$ cat config.mk
export PLATFORM = sky130hd
export DESIGN_NAME = message_ring_deque
export DESIGN_NICKNAME = d
export VERILOG_FILES = /design/src/mrd_pkg.sv /design/src/message_ring_deque.sv /design/src/mrd_ctrl.sv /design/src/mrd_dpath.sv
export SDC_FILE = /design/constraint.sdc
export NUM_CORES = 1
export LEC_CHECK = 0
export ABC_CLOCK_PERIOD_IN_PS = 14800
export BUFFER_PORTS_ARGS = -buffer_cell sky130_fd_sc_hd__buf_4
export CORE_MARGIN = 2
export CORE_UTILIZATION = 55
export CTS_CLUSTER_DIAMETER = 150
export DETAILED_ROUTE_END_ITERATION = 16
export GPL_TIMING_DRIVEN = 0
export PLACE_DENSITY = 0.72
export SLEW_MARGIN = 20
export SYNTH_ARGS = -nofsm -noshare
export SYNTH_HDL_FRONTEND = slang
export SYNTH_SLANG_ARGS = --single-unit
$ cat constraint.sdc
create_clock -name aclk -period 14.8 [get_ports aclk]
set_input_delay 0.74 -clock aclk [delete_from_list [all_inputs] [get_ports aclk]]
set_output_delay 0.74 -clock aclk [all_outputs]
set_load 0.01 [all_outputs]
$ cat src/mrd_pkg.sv
// ----------------------------------------------------------------------------
// mrd_pkg
// Shared types and constants of the message ring deque: field widths, action
// codes, stream packing and the command and status groups between the
// controller and the datapath.
// ----------------------------------------------------------------------------
package mrd_pkg;

    localparam int ACT_W      = 2;
    localparam int MSG_W      = 32;
    localparam int FILL_W     = 5;
    localparam int CAP_W      = 5;
    localparam int S_TDATA_W  = 40;
    localparam int M_TDATA_W  = 40;

    localparam logic [CAP_W-1:0] CAP_RESET = 5'd16;

    localparam logic [ACT_W-1:0] ACT_SEND  = 2'd0;
    localparam logic [ACT_W-1:0] ACT_JAM   = 2'd1;
    localparam logic [ACT_W-1:0] ACT_RECV  = 2'd2;
    localparam logic [ACT_W-1:0] ACT_CLEAR = 2'd3;

    // s_tdata: action, message_in
    localparam int S_ACT_LSB  = 0;
    localparam int S_MSG_LSB  = S_ACT_LSB + ACT_W;
    // m_tdata: ok, message_out, fill_count
    localparam int M_OK_BIT   = 0;
    localparam int M_MSG_LSB  = M_OK_BIT + 1;
    localparam int M_FILL_LSB = M_MSG_LSB + MSG_W;
    localparam int M_USED_W   = M_FILL_LSB + FILL_W;

    typedef struct packed {
        logic load;
        logic norm;
        logic exec;
        logic respond;
    } cmd_t;

    typedef struct packed {
        logic head_over;
        logic out_free;
    } sts_t;

endpackage

$ cat src/message_ring_deque.sv
// ----------------------------------------------------------------------------
// message_ring_deque
// Sequence: the controller takes a request, brings the head below a lowered
// capacity by one capacity subtraction per normalise step, executes the action
// around the single slot memory port, then loads the result once the output
// register is free. No new request is taken until the last one is answered.
// Reset: synchronous, active low; empties the queue, capacity back to 16.
// ----------------------------------------------------------------------------
module message_ring_deque #(
    parameter int DEPTH = 16
) (
    input  logic                           aclk,
    input  logic                           aresetn,
    input  logic                           s_tvalid,
    output logic                           s_tready,
    input  logic [mrd_pkg::S_TDATA_W-1:0]  s_tdata,   // action, message_in
    output logic                           m_tvalid,
    input  logic                           m_tready,
    output logic [mrd_pkg::M_TDATA_W-1:0]  m_tdata,   // ok, message_out, fill_count
    input  logic                           cfg_wr_en,
    input  logic [mrd_pkg::CAP_W-1:0]      cfg_wr_data
);
    import mrd_pkg::*;

    cmd_t cmd;
    sts_t sts;

    mrd_ctrl u_ctrl (
        .aclk     (aclk),
        .aresetn  (aresetn),
        .s_tvalid (s_tvalid),
        .s_tready (s_tready),
        .sts      (sts),
        .cmd      (cmd)
    );

    mrd_dpath #(
        .DEPTH (DEPTH)
    ) u_dpath (
        .aclk        (aclk),
        .aresetn     (aresetn),
        .s_tdata     (s_tdata),
        .m_tvalid    (m_tvalid),
        .m_tready    (m_tready),
        .m_tdata     (m_tdata),
        .cfg_wr_en   (cfg_wr_en),
        .cfg_wr_data (cfg_wr_data),
        .cmd         (cmd),
        .sts         (sts)
    );

    a_one_at_a_time: assert property (@(posedge aclk) disable iff (!aresetn)
        (s_tvalid && s_tready) |=> !s_tready)
        else $error("request accepted while another is in flight");

    a_refused_no_msg: assert property (@(posedge aclk) disable iff (!aresetn)
        (m_tvalid && !m_tdata[M_OK_BIT]) |-> (m_tdata[M_MSG_LSB +: MSG_W] == '0))
        else $error("refused request carries a message");

    a_fill_bound: assert property (@(posedge aclk) disable iff (!aresetn)
        m_tvalid |-> (int'(m_tdata[M_FILL_LSB +: FILL_W]) <= DEPTH))
        else $error("fill count above slot depth");

    a_respond_once: assert property (@(posedge aclk) disable iff (!aresetn)
        cmd.respond |=> !cmd.respond)
        else $error("result loaded twice for one request");

endmodule

$ cat src/mrd_ctrl.sv
// ----------------------------------------------------------------------------
// mrd_ctrl
// Sequencer of the message ring deque: takes a request, normalises the head
// against the capacity, executes the action, then hands over the result.
// ----------------------------------------------------------------------------
module mrd_ctrl (
    input  logic          aclk,
    input  logic          aresetn,
    input  logic          s_tvalid,
    output logic          s_tready,
    input  mrd_pkg::sts_t sts,
    output mrd_pkg::cmd_t cmd
);
    import mrd_pkg::*;

    localparam logic [1:0] S_IDLE = 2'd0;
    localparam logic [1:0] S_EXEC = 2'd1;
    localparam logic [1:0] S_RESP = 2'd2;

    logic [1:0] state_reg;
    logic [1:0] state_next;

    always_comb begin
        state_next  = state_reg;
        cmd         = '0;
        s_tready    = 1'b0;
        unique case (state_reg)
            S_IDLE: begin
                s_tready = 1'b1;
                if (s_tvalid) begin
                    cmd.load   = 1'b1;
                    state_next = S_EXEC;
                end
            end
            S_EXEC: begin
                if (sts.head_over) begin
                    cmd.norm = 1'b1;
                end else begin
                    cmd.exec   = 1'b1;
                    state_next = S_RESP;
                end
            end
            S_RESP: begin
                if (sts.out_free) begin
                    cmd.respond = 1'b1;
                    state_next  = S_IDLE;
                end
            end
            default: begin
                state_next = S_IDLE;
            end
        endcase
    end

    always_ff @(posedge aclk) begin
        if (!aresetn) begin
            state_reg <= S_IDLE;
        end else begin
            state_reg <= state_next;
        end
    end

endmodule

$ cat src/mrd_dpath.sv
// ----------------------------------------------------------------------------
// mrd_dpath
// Datapath of the message ring deque: slot memory, head and fill counters,
// capacity register, request capture and the output register.
// ----------------------------------------------------------------------------
module mrd_dpath #(
    parameter int DEPTH = 16
) (
    input  logic                           aclk,
    input  logic                           aresetn,
    input  logic [mrd_pkg::S_TDATA_W-1:0]  s_tdata,
    output logic                           m_tvalid,
    input  logic                           m_tready,
    output logic [mrd_pkg::M_TDATA_W-1:0]  m_tdata,
    input  logic                           cfg_wr_en,
    input  logic [mrd_pkg::CAP_W-1:0]      cfg_wr_data,
    input  mrd_pkg::cmd_t                  cmd,
    output mrd_pkg::sts_t                  sts
);
    import mrd_pkg::*;

    localparam int HW = (DEPTH > 1) ? $clog2(DEPTH) : 1;
    localparam int CW = $clog2(DEPTH + 1);

    logic [MSG_W-1:0]     mem [DEPTH];

    logic [CAP_W-1:0]     cap_reg;
    logic [HW-1:0]        head_reg;
    logic [HW-1:0]        head_next;
    logic [HW-1:0]        hnorm_reg;
    logic [CW-1:0]        held_reg;
    logic [CW-1:0]        held_next;
    logic [ACT_W-1:0]     action_reg;
    logic [MSG_W-1:0]     msg_reg;
    logic [MSG_W-1:0]     rd_data_reg;
    logic                 ok_reg;
    logic                 ok_next;
    logic                 rx_reg;
    logic                 m_valid_reg;
    logic [M_TDATA_W-1:0] m_data_reg;

    logic [CW-1:0]        cap_eff;
    logic [CW:0]          tail_sum;
    logic [HW-1:0]        tail;
    logic [HW-1:0]        addr;
    logic                 we;
    logic                 has_room;
    logic [MSG_W-1:0]     msg_out;

    always_comb begin
        if (cap_reg == '0) begin
            cap_eff = CW'(1);
        end else if (int'(cap_reg) > DEPTH) begin
            cap_eff = CW'(DEPTH);
        end else begin
            cap_eff = CW'(cap_reg);
        end
    end

    assign sts.head_over = (CW+1)'(hnorm_reg) >= (CW+1)'(cap_eff);
    assign sts.out_free  = !m_valid_reg || m_tready;

    assign has_room = held_reg < cap_eff;
    assign tail_sum = (CW+1)'(hnorm_reg) + (CW+1)'(held_reg);
    assign tail     = (tail_sum >= (CW+1)'(cap_eff)) ? HW'(tail_sum - (CW+1)'(cap_eff))
                                                     : HW'(tail_sum);

    always_comb begin
        head_next = head_reg;
        held_next = held_reg;
        ok_next   = 1'b0;
        addr      = hnorm_reg;
        we        = 1'b0;
        case (action_reg)
            ACT_SEND: begin
                if (has_room) begin
                    addr      = tail;
                    we        = 1'b1;
                    head_next = hnorm_reg;
                    held_next = held_reg + CW'(1);
                    ok_next   = 1'b1;
                end
            end
            ACT_JAM: begin
                if (has_room) begin
                    addr      = (hnorm_reg == '0) ? HW'(cap_eff - CW'(1))
                                                  : hnorm_reg - HW'(1);
                    we        = 1'b1;
                    head_next = addr;
                    held_next = held_reg + CW'(1);
                    ok_next   = 1'b1;
                end
            end
            ACT_RECV: begin
                if (held_reg != '0) begin
                    head_next = ((CW+1)'(hnorm_reg) + (CW+1)'(1) == (CW+1)'(cap_eff))
                                ? '0 : hnorm_reg + HW'(1);
                    held_next = held_reg - CW'(1);
                    ok_next   = 1'b1;
                end
            end
            default: begin
                head_next = '0;
                held_next = '0;
                ok_next   = 1'b1;
            end
        endcase
    end

    always_ff @(posedge aclk) begin
        if (cmd.exec && we) begin
            mem[addr] <= msg_reg;
        end
        if (cmd.exec) begin
            rd_data_reg <= mem[addr];
        end
    end

    always_ff @(posedge aclk) begin
        if (cmd.load) begin
            action_reg <= s_tdata[S_ACT_LSB +: ACT_W];
            msg_reg    <= s_tdata[S_MSG_LSB +: MSG_W];
            hnorm_reg  <= head_reg;
        end else if (cmd.norm) begin
            hnorm_reg  <= HW'((CW+1)'(hnorm_reg) - (CW+1)'(cap_eff));
        end
        if (cmd.exec) begin
            ok_reg <= ok_next;
            rx_reg <= ok_next && (action_reg == ACT_RECV);
        end
        if (cmd.respond) begin
            m_data_reg <= {(M_TDATA_W-M_USED_W)'(0), FILL_W'(held_reg), msg_out, ok_reg};
        end
    end

    assign msg_out = rx_reg ? rd_data_reg : '0;

    always_ff @(posedge aclk) begin
        if (!aresetn) begin
            cap_reg     <= CAP_RESET;
            head_reg    <= '0;
            held_reg    <= '0;
            m_valid_reg <= 1'b0;
        end else begin
            if (cfg_wr_en) begin
                cap_reg <= cfg_wr_data;
            end
            if (cmd.exec) begin
                head_reg <= head_next;
                held_reg <= held_next;
            end
            if (cmd.respond) begin
                m_valid_reg <= 1'b1;
            end else if (m_tready) begin
                m_valid_reg <= 1'b0;
            end
        end
    end

    assign m_tvalid = m_valid_reg;
    assign m_tdata  = m_data_reg;

endmodule

# After elaboration in Yosys (flattened, before gate mapping)
# Memory sizes are Yosys's and may differ from the RTL's. A register that Yosys moved wholly into a read port is not among the register bits.
# Index checks and enable logic that the tools add are counted.
# classes
n_mux	37
n_reduce_logical	15
add_sub_neg	9
eq_ne	12
order_cmp	4
# ops
op	count
$mux W4	10
$mux W5	4
$mux W1	14
$pmux W4 S3	1
$pmux W5 S2	1
$mux W2	4
$ne A2 B1 Y1 const B	4
$pmux W4 S2	1
$sub A4 B1 Y4 const B	2
$sub A4 B4 Y4	2
$add A4 B5 Y6	1
$ge A6 B5 Y1	1
$ne A2 B2 Y1 const B	3
$pmux W2 S3	1
$reduce_and A3 Y1	2
$add A4 B1 Y5 const B	1
$add A5 B1 Y5 const B	1
$eq A5 B5 Y1	1
$ge A4 B5 Y1	1
$gt A5 B5 Y1 const B	1
$logic_not A5 Y1	1
$lt A5 B5 Y1	1
$reduce_bool A5 Y1	1
$sub A5 B1 Y5 const B	1
12 further kinds	17
# word_totals
register_bits	95
ram_bits	512
in_bits	50
memories	1
word_cells	90
# mem_list
name	words	width	read_ports	rd_clocked_by_memory_dff	wr	line	source
u_dpath.mem	16	32	1	1	1	mrd_dpath.sv:25	logic [MSG_W-1:0] mem [DEPTH];

# Logic depth before layout (Yosys ltp)
# Gate-level depths: netlist of run 1.
# depth
depth_word	9
depth_mapped	16
mapped_depth_nobuf	14

# By module
# A second synthesis of run 1 with hierarchy kept.
# unflattened
cells_unflattened	1653
hier_area_um2	25486.9
# modules_own_cells
mod	area_per_inst_um2	n_inst	cells_per_inst
mrd_dpath	25368.1	1	1641
mrd_ctrl	118.9	1	12

# Worst setup path before layout of run 1
# Ideal clock, no wire load.
# synth_timing
path_kind	register -> register
startpoint	register u_dpath.hnorm_reg[0]
endpoint	memory u_dpath.mem[10][0] (enable)
setup_ns	0.421
slack_ns	9.050
stages_incl_launch_ff	12
n_path_buf	1
arrival_time_ns	5.329
cell_sequence	edfxtp_1 -> clkbuf_1 -> inv_1 -> ha_1 -> nand2b_1 -> a21o_1 -> a21o_1 -> a21oi_1 -> nor2_1 -> nor2b_1 -> nand3_1 -> nor2_1
# synth_lines
item	line	source
from (decl)	mrd_dpath.sv:30	logic [HW-1:0] hnorm_reg;
from (signal assigned)	mrd_dpath.sv:123	hnorm_reg <= head_reg;
from (signal assigned)	mrd_dpath.sv:125	hnorm_reg <= HW'((CW+1)'(hnorm_reg) - (CW+1)'(cap_eff));
to (decl)	mrd_dpath.sv:25	

# Worst setup path in the final report of run 1
# layout_timing
startpoint	register u_dpath.hnorm_reg[0]
endpoint	memory u_dpath.mem[3][17] (enable)
# layout_between
elab_chain_cells	6
elab_cells_between_ends	16
cone_classes	add/sub (3); order compare (2); mux (9); reduce/logical (2)
# layout_lines
item
parallel branches: the longest is 6 deep, another holds $add A4 B5 Y6
# Several ways; the timed one is not identified.

==> results of run 1 <==
==> metrics by stage <==
stage / cells / area [um2] / total power, uW / util, %
global placement: 2230 / 26700 / 2790 / 58.8
detailed placement: 2249 / 27200 / 2820 / 60.0
finish: 2357 / 29200 / 4320 / 64.2
global route: 2357 / 29200 / 4450 / 64.2
CTS: 2357 / 29200 / 4320 / 64.2
floorplan: 1548 / 25300 / 2530 / -
==> cells in the final DEF (no fill, tap or decap), types with 5 or more instances in the layout <==
master,Yosys,routed
a211oi_1,33,33
a21o_1,7,7
a21oi_1,23,23
a22o_1,96,96
a32o_1,33,33
and2_1,41,37
and3_1,98,98
buf_12,0,13
buf_16,0,6
buf_2,34,34
buf_4,2,84
bufinv_16,0,6
clkbuf_1,61,71
clkbuf_16,0,62
clkinv_1,1,16
clkinv_2,0,11
dfxtp_1,17,17
edfxtp_1,622,622
ha_1,24,24
inv_1,14,13
mux2i_1,8,8
nand2_1,19,19
nand3_1,5,5
nor2_1,38,26
nor2_4,0,12
nor2b_1,142,140
nor3_1,5,5
o2111ai_1,33,33
o21a_1,5,5
o21ai_0,9,8
o31ai_1,97,97
xnor2_1,7,7
xor2_1,6,6
==> cell families after synthesis <==
kind of cell / count (synthesis)
AOI/OAI and AO/OA: 372
xor gates and xnor gates: 13
adders and majority gates: 28
buffers and inverters: 115
DFF: 639
muxes: 9
other: 1
and+or+nand+nor: 370
==> power by group through the flow <==
stage / Clock [uW] / Combinational [uW] / Sequential, uW
floorplan: 0 / 420 / 2110
global placement: 0 / 668 / 2120
detailed placement: 0 / 694 / 2130
CTS: 1540 / 699 / 2090
global route: 1600 / 751 / 2090
finish: 1530 / 706 / 2090
==> path summary, 6_finish.rpt <==
kind | startpoint | endpoint | cells after the start
worst max-delay path | u_dpath.hnorm_reg[0]$_DFFE_PP_ | u_dpath.mem[3][17]$_DFFE_PP_ | 15
worst min-delay path | s_tdata[33] | u_dpath.msg_reg[31]$_DFFE_PP_ | 1
worst max register to register | u_dpath.hnorm_reg[0]$_DFFE_PP_ | u_dpath.mem[3][17]$_DFFE_PP_ | 15
worst min register to register | u_dpath.ok_reg$_DFFE_PP_ | u_dpath.m_tdata[0]$_DFFE_PP_ | 0
==> layer usage <==
metal  global-route usage [%]  share of wire, %  vias to the layer above
li1                         -                 -                     6524
met1                     34.4                40                     7411
met2                     42.6                48                      746
met3                     4.79               8.3                      124
met4                     10.6               3.5                        0
met5                        0                 0                        -
==> cell type report <==
class                      instances  area (um2)
buffer                            98         418
clock buffer                      72        1590
clock inverter                    36         345
fill                            3146       16200
inverter                          17        63.8
multi-input combinational        794        5930
sequential                       639       19000
tap                              600         751
timing repair buffer             101        1040
==> results.json, run 1 <==
{
  "skew_ns": 0.0242,
  "drv_slew": 0,
  "drtIter0Drc": 1529,
  "comb_power_share_pct": 16.3,
  "internal-power_uw": 3140,
  "synth_top_area_share_pct": 73.8,
  "timing.max_cap.violations": 0,
  "muxShareOfSynthArea_pct": 0.361,
  "io_pins": 92,
  "rsz0062_at_grt": "no",
  "timing.fmax_ghz": 0.181,
  "switching_power_uw": 1180,
  "crit_type": "register to register",
  "wl_per_cell_um": 26.2,
  "crit_buf_inv": 2,
  "synth_edf_count": 622,
  "holdWs_ns": 0.267,
  "power_density_nw_per_um2": 148,
  "cp_common_cell": "ha_1",
  "rrSetupSlack_ns": 9.27,
  "insertion_delay_ns": 0.65,
  "synth_top_family_by_area": "compound AO/OA/AOI/OAI gates",
  "synth_compound_area_share_pct": 12.0,
  "min_period_ns": 5.53,
  "status": "completed",
  "place_hpwl_um": 40000,
  "clk_pin_slew_ns": 0.06,
  "cts_hold_buf": 0,
  "synth_area_leaders": "edfxtp_1 (74%), nor2b_1 (3.5%), a22o_1 (3.3%), o31ai_1 (2.9%), and3_1 (2.4%)",
  "syn2layout_area_growth_pct": 15.2,
  "worst_path_max_delay_cell": "clkbuf_1",
  "gp_congestion": 0.823,
  "async_flop_share_pct": 0,
  "ys_types": 66,
  "worst_ir_drop_vdd_mv": 0.0919,
  "synthAdderAreaFrac_pct": 1.50,
  "largest_register_ffs": 512,
  "wl_um": 61700,
  "die_area_um2": 47800,
  "die_h_um": 219,
  "numCtsBuffers": 61,
  "cts_tree": "built",
  "relSlewSlack_pct": 29.8,
  "die_x_um": 219,
  "htree_levels": 2,
  "start_kind": "register",
  "cts_root_buffer": "clkbuf_16",
  "cts.repair.resized": 0,
  "grt_use_total_pct": 26.0,
  "synth_xor_area_share_pct": 0.450,
  "p_sw_share_pct": 27.2,
  "tightest_slew_ns": 1.05,
  "vias": 14800,
  "critPathArrivalTime_ns": 5.85,
  "hold_viol_final": 0,
  "critPathRequiredTime_ns": 15.13,
  "synthCells": 1547,
  "yosys.area_share.simple_pct": 8.67,
  "route.detailed.drc": 0,
  "crit_chain": "ha_1 > fa_1 > a21o_1 > a21oi_1 > xnor2_1 > ha_1 > nand3_1 > o221a_2 > and3_1 > o311ai_2 > nand2_1 > a211oi_2 > clkbuf_1 > and2_2 > buf_12",
  "port_buffers": 82,
  "grt_pass1_vias": 14500,
  "postCtsSetupRepairBufs": 0,
  "grt_pass1_wl_um": 90200,
  "worst_setup_path_end_kind": "register",
  "rows": 78,
  "setup_viol": 0,
  "seqPwrFrac_pct": 48.3,
  "timing.final.ws_setup_ns": 9.27,
  "core_um2": 45400,
  "timing.setup.tns_ns": 0,
  "avgSynthCellArea_um2": 16.4,
  "crit_family": "compound AO/OA/AOI/OAI gates",
  "crit_fanout": 19,
  "yosys_warnings": 0,
  "firstDrtPassIters": 5,
  "synthFlopType": "edfxtp_1",
  "final_nets": 1790,
  "dpl_worst_slack_ns": 9.32,
  "grt.overflow.total": 0,
  "cts_num_sinks": 639,
  "start_util_pct": 55.8,
  "synth_most_common_cell": "edfxtp_1",
  "critPathMaxStageDelay_ns": 0.71,
  "yosys-top-cells-count": "edfxtp_1 (622), nor2b_1 (142), and3_1 (98)",
  "pwr-share-clk_pct": 35.4,
  "largest-register": "u_dpath.mem",
  "synth-seq-cells": 639,
  "diodes": 0,
  "ant_nets": 0,
  "p_leak_uw": 0.0102,
  "yosysTopAreaCell": "edfxtp_1",
  "synth-seq-area-share_pct": 75.1,
  "fin_crit_sh_pct": 37.4,
  "hp-class": "input port to register",
  "drive_gt1_share_pct": 14.4,
  "vias_per_cell": 6.28,
  "syn_area_um2": 25300,
  "cts_buffer_depth": 3,
  "grt_max_degree": 26,
  "antenna_found_initial": 1
}
No activity file was read; power rests on OpenSTA's default activity.
==> run 2, diff against run 1 <==
ABC_CLOCK_PERIOD_IN_PS = 5700   (was 14800)
clock period = 5.7 ns   (was 14.8 ns; I/O delays follow)
==> run 2 against run 1 <==
Effect of this change:
- global-route usage grew 0.43 points
- sequential cell count stayed put
- combinational power rose to 2.6 times the previous value
- highest routed layer unchanged
==> results.json, run 2 (same netlist as run 1, synthesis figures left out) <==
{
  "final_nets": 1835,
  "grt_use_total_pct": 26.4,
  "whs_path_depth": 3,
  "fill_cells": 3108,
  "syn2layout_area_growth_pct": 17.6,
  "rrSetupSlack_ns": 0.32,
  "start_kind": "register",
  "vias": 15000,
  "p_leak_uw": 0.0104,
  "internal-power_uw": 8340,
  "dp.cells": 2251,
  "pwr-share-clk_pct": 36.4,
  "critPathRequiredTime_ns": 6.03,
  "core_um2": 45400,
  "critPathArrivalTime_ns": 5.71,
  "grt_max_degree": 24,
  "r2r_start": "u_dpath.hnorm_reg[1]$_DFFE_PP_",
  "hold_viol_final": 0,
  "grt_pass1_vias": 14800,
  "start_util_pct": 55.8,
  "drive_gt1_share_pct": 14.9,
  "tightest_slew_ns": 1.04,
  "p_sw_share_pct": 27.1,
  "min-delay-start": "m_tready",
  "final_cell_mix": "edfxtp_1 (622), nor2b_1 (140), and3_1 (98), o31ai_1 (97), a22o_1 (96)",
  "setup_viol": 0,
  "die_area_um2": 47800,
  "cts_num_sinks": 639,
  "antenna_found_initial": 0,
  "wl_per_cell_um": 25.9,
  "instances_no_fill": 2409,
  "grt_pass1_wl_um": 92100,
  "relSlewSlack_pct": 30.4,
  "rr_worst_depth": 15,
  "htree_levels": 2,
  "min_period_ns": 5.38,
  "wl_um": 62400,
  "postCtsSetupRepairBufs": 0,
  "switching_power_uw": 3110,
  "timing.fmax_ghz": 0.186,
  "place_hpwl_um": 40000,
  "largest_register_ffs": 512,
  "port_buffers": 82,
  "insertion_delay_ns": 0.64,
  "timing.max_cap.violations": 0,
  "io_pins": 92,
  "clk_pin_slew_ns": 0.06,
  "r2r_end": "u_dpath.mem[4][10]$_DFFE_PP_",
  "cts_buffer_depth": 3,
  "grt.overflow.total": 0,
  "worst_setup_path_end_kind": "register",
  "rows": 78,
  "status": "completed",
  "cts_tree": "built",
  "final_core_util_pct": 65.6,
  "layout_commonest_cell": "edfxtp_1",
  "hp-class": "input port to register",
  "die_x_um": 219,
  "vias_per_cell": 6.25,
  "rsz0062_at_grt": "no",
  "multiInputGateArea_um2": 5930,
  "drtIter0Drc": 1564,
  "ant_nets": 0,
  "seq_area_um2": 19000,
  "gp_congestion": 0.807,
  "skew_ns": 0.0186,
  "firstDrtPassIters": 5,
  "diodes": 0,
  "crit_fanout": 19,
  "drv_slew": 0,
  "route.detailed.drc": 0,
  "crit_type": "register to register",
  "whs_endpoint": "u_dpath.m_tvalid$_SDFFE_PN0P_",
  "cts_root_buffer": "clkbuf_16",
  "comb_power_share_pct": 16.2,
  "holdWs_ns": 0.0735,
  "die_h_um": 219,
  "largest-register": "u_dpath.mem",
  "power_density_nw_per_um2": 385,
  "fin_crit_sh_pct": 94.4,
  "worst_ir_drop_vdd_mv": 0.234,
  "seqPwrFrac_pct": 47.3,
  "numCtsBuffers": 61
}
## run 2: cell types whose count changed in the layout (fill, tap and decap cells not counted), sizes merged
cell / previous run / this run
clkinvlp: 2 / 8
clkbuf: 133 / 131
clkinv: 28 / 27
inv: 17 / 18
dlygate4sd3: 0 / 43
buf: 138 / 140
bufinv: 6 / 9
## run 2: timing repair
item	4_1_cts	5_1_grt
endpoints found under the setup margin	0	19
hold buffers	43	0
hold endpoints to repair	43	0
gates resized for setup	0	3
## run 2: metal layers
metal  global-route usage [%]  share of wire (%)
met4                     9.18                2.8
met2                     44.1                 49
met5                        0                  0
met3                     3.54                8.2
met1                     35.9                 40
## run 2: worst max-delay path by stage
stage / slack, ns / endpoint / startpoint / cells past startpoint
final: 0.32 / u_dpath.mem[4][10]$_DFFE_PP_ / u_dpath.hnorm_reg[1]$_DFFE_PP_ / 15
after global routing: 0.05 / u_dpath.mem[14][25]$_DFFE_PP_ / u_dpath.hnorm_reg[0]$_DFFE_PP_ / 16
after CTS: 0.19 / u_dpath.mem[3][26]$_DFFE_PP_ / u_dpath.hnorm_reg[0]$_DFFE_PP_ / 15
after detailed placement: 0.22 / u_dpath.mem[3][18]$_DFFE_PP_ / u_dpath.hnorm_reg[0]$_DFFE_PP_ / 13
after global placement: -2.18 / u_dpath.mem[14][16]$_DFFE_PP_ / u_dpath.cap_reg[4]$_SDFFE_PN1P_ / 11
after floorplan: 0.55 / u_dpath.mem[10][0]$_DFFE_PP_ / u_dpath.hnorm_reg[0]$_DFFE_PP_ / 15
## run 2: worst max-delay path, stage by stage (launching register included)
cell	delay [ns]
edfxtp_1	0.56
ha_1	0.37
a21o_1	0.18
a21oi_1	0.18
xnor2_1	0.18
ha_1	0.30
a21oi_1	0.20
o221a_2	0.28
nand2_1	0.07
a32o_1	0.28
mux2_2	0.32
a221oi_2	0.69
buf_2	0.48
inv_2	0.17
nor2_4	0.53
buf_12	0.27
## run 2: per-stage QoR
step	setup WS (ns)	instance area [um2]	total power, uW	setup TNS (ns)
global route	0.0495	29800	11800	0
finish	0.319	29800	11400	0
global placement	-2.18	26700	7250	-605.72
detailed placement	0.216	27300	7320	0
floorplan	0.553	25300	6570	0
CTS	0.192	29800	11500	0
## run 2: power by group through the flow
| stage | logic, uW | clock network, uW | registers, uW |
|---|---|---|---|
| finish | 1860 | 4170 | 5420 |
| global route | 1990 | 4380 | 5430 |
| CTS | 1840 | 4200 | 5420 |
| detailed placement | 1810 | 0 | 5520 |
| global placement | 1730 | 0 | 5520 |
| floorplan | 1090 | 0 | 5480 |
## run 2: layout make-up
class	count	area share (%)
flip-flops and latches	639	63.9
multi-input cells	794	19.9
clock buffers	70	5.31
repair buffers	146	5.06
well taps	600	2.52
clock inverters	45	1.69
plain buffers	98	1.41
inverters	17	0.214
==> run 3, diff against run 2 <==
BUFFER_PORTS_ARGS = -buffer_cell sky130_fd_sc_hd__buf_2   (was -buffer_cell sky130_fd_sc_hd__buf_4)
==> run 3 against run 2 <==
Effect of this change:
- cell area decreased by 1.4%
- largest cell class unchanged
- sequential power about the same
- critical path depth is 1 higher
- register-to-register slack is essentially flat
- critical endpoint is now u_dpath.mem[14][19]$_DFFE_PP_
- final cell count shrank 0.29%
- combinational power about the same
- power shrank 3.1%
==> results.json, run 3 (same netlist as run 1, synthesis figures left out) <==
{
  "status": "completed",
  "start_util_pct": 55.8,
  "critPathArrivalTime_ns": 5.69,
  "dpl_worst_slack_ns": 0.106,
  "largest_register_ffs": 512,
  "timing.max_cap.violations": 0,
  "diodes": 0,
  "firstDrtPassIters": 8,
  "instances_no_fill": 2402,
  "cts_buffer_depth": 3,
  "switching_power_uw": 3060,
  "min_period_ns": 5.38,
  "placed_area_um2": 27000,
  "cts_tree": "built",
  "timing.setup.tns_ns": 0,
  "gp_congestion": 0.842,
  "vias_per_cell": 6.21,
  "final_cell_mix": "edfxtp_1 (622), nor2b_1 (140), buf_2 (116), and3_1 (98), o31ai_1 (97)",
  "die_area_um2": 47800,
  "place_hpwl_um": 39900,
  "crit_fanout": 18,
  "dp.cells": 2250,
  "crit_type": "register to register",
  "largest-register": "u_dpath.mem",
  "grt_use_total_pct": 26.3,
  "crit_chain": "ha_1 > fa_1 > a21o_1 > a21oi_1 > xnor2_1 > ha_1 > nand3_1 > o221a_2 > a31oi_1 > a211oi_1 > o21a_1 > buf_2 > buf_2 > nand3_1 > nor2_4 > buf_12",
  "core_um2": 45400,
  "crit_family": "compound AO/OA/AOI/OAI gates",
  "layout_commonest_cell": "edfxtp_1",
  "grt_pass1_wl_um": 91600,
  "timing.fmax_ghz": 0.186,
  "numCtsBuffers": 60,
  "critPathMaxStageDelay_ns": 0.64,
  "rsz0062_at_grt": "no",
  "grt.met1_usage_pct": 35.0,
  "drive_gt1_share_pct": 14.4,
  "seq_area_um2": 19000,
  "comb_power_share_pct": 16.7,
  "htree_levels": 2,
  "drtIter0Drc": 1741,
  "stdcell_area_um2": 29400,
  "worst_ir_drop_vdd_mv": 0.232,
  "crit_buf_inv": 3,
  "wl_per_cell_um": 25.9,
  "wl_um": 62200,
  "pwr-share-clk_pct": 34.4,
  "met3_usage_pct": 4.26,
  "timing.final.ws_setup_ns": 0.325,
  "die_h_um": 219,
  "internal-power_uw": 8030,
  "power_density_nw_per_um2": 378,
  "final_nets": 1833,
  "grt_pass1_vias": 14700,
  "fin_crit_sh_pct": 94.3,
  "setup_viol": 0,
  "hp-class": "input port to register",
  "top_usage_layer": "met2",
  "io_pins": 92,
  "route.detailed.drc": 0,
  "grt.overflow.total": 0,
  "drv_slew": 0,
  "p_sw_share_pct": 27.6,
  "relSlewSlack_pct": 33.6,
  "hold_viol_final": 0,
  "ant_nets": 0,
  "multiInputGateArea_um2": 5930,
  "port_buffers": 82,
  "p_leak_uw": 0.0102,
  "rows": 78,
  "vias": 14900,
  "cts_root_buffer": "clkbuf_16",
  "worst_setup_path_end_kind": "register",
  "critPathRequiredTime_ns": 6.02,
  "insertion_delay_ns": 0.63,
  "skew_ns": 0.0160,
  "clk_pin_slew_ns": 0.06,
  "fill_cells": 3135,
  "holdWs_ns": 0.0814,
  "seqPwrFrac_pct": 48.9,
  "die_x_um": 219,
  "syn2layout_area_growth_pct": 16.0,
  "use_met2_pct": 43.9,
  "grt_max_degree": 25,
  "cts_num_sinks": 639,
  "worst_path_max_delay_cell": "nor2_4",
  "tightest_slew_ns": 0.997,
  "antenna_found_initial": 1,
  "start_kind": "register"
}
==> run 3: changes by cell type in the layout (fill, tap and decap cells not counted) <==
cell and delta:
buf_2 +82, buf_4 -82, bufinv_16 -5, clkinv_1 +4, clkinv_4 -3, clkinvlp_4 +3
buf_12 -2, buf_16 +2, clkbuf_16 -2, buf_8 -1, clkbuf_1 -1, clkinv_2 -1
inv_6 -1
==> run 3: path summary, 6_finish.rpt <==
check	from	to	slack [ns]	cells past startpoint
worst max-delay path	u_dpath.hnorm_reg[0]$_DFFE_PP_	u_dpath.mem[14][19]$_DFFE_PP_	0.32	16
worst min-delay path	cfg_wr_en	u_dpath.cap_reg[4]$_SDFFE_PN1P_	0.08	2
worst max register to register	u_dpath.hnorm_reg[0]$_DFFE_PP_	u_dpath.mem[14][19]$_DFFE_PP_	0.32	16
worst min register to register	u_dpath.ok_reg$_DFFE_PP_	u_dpath.m_tdata[0]$_DFFE_PP_	0.42	0
==> run 3: worst reg2reg max path: stages (launching register included) <==
cell and delay (ns):
edfxtp_1 0.51, ha_1 0.25, fa_1 0.40, a21o_1 0.18, a21oi_1 0.17, xnor2_1 0.14
ha_1 0.27, nand3_1 0.11, o221a_2 0.26, a31oi_1 0.13, a211oi_1 0.36, o21a_1 0.27
buf_2 0.30, buf_2 0.39, nand3_1 0.39, nor2_4 0.64, buf_12 0.26
==> run 3: through the flow <==
| stage | util (%) | total power (uW) |
|---|---|---|
| floorplan | - | 6570 |
| global placement | 58.3 | 7240 |
| detailed placement | 59.6 | 7310 |
| CTS | 64.7 | 11100 |
| global route | 64.7 | 11400 |
| finish | 64.7 | 11100 |
==> run 3: power by group through the flow <==
stage          Combinational, uW  Sequential, uW  Clock, uW
4_1_cts                     1830            5420       3840
6_report                    1850            5420       3820
5_1_grt                     1970            5430       4030
2_1_floorplan               1090            5480          0
3_5_place_dp                1790            5520          0
3_3_place_gp                1720            5520          0
==> run 3: area by class of cell <==
cell class                 instances  area share (%)
inverter                          17           0.217
multi-input combinational        794            20.2
tap                              600            2.56
timing repair buffer             145            4.43
sequential                       639            64.8
buffer                            98            1.43
clock inverter                    42            1.19
clock buffer                      67            5.20
==> run 3: metal layers <==
layer  part of all wire, %  vias up
met5                     0        -
met4                   3.4        0
met3                   7.9      136
met2                    49      688
met1                    40     7491
li1                      -     6591
==> run 3: repair_timing <==
action                                 4_1_cts  5_1_grt
resized for setup                            0        2
endpoints found under the hold margin       42        0
buffers inserted                             0        0
hold buffers                                43        0
setup endpoints to repair                    0       17
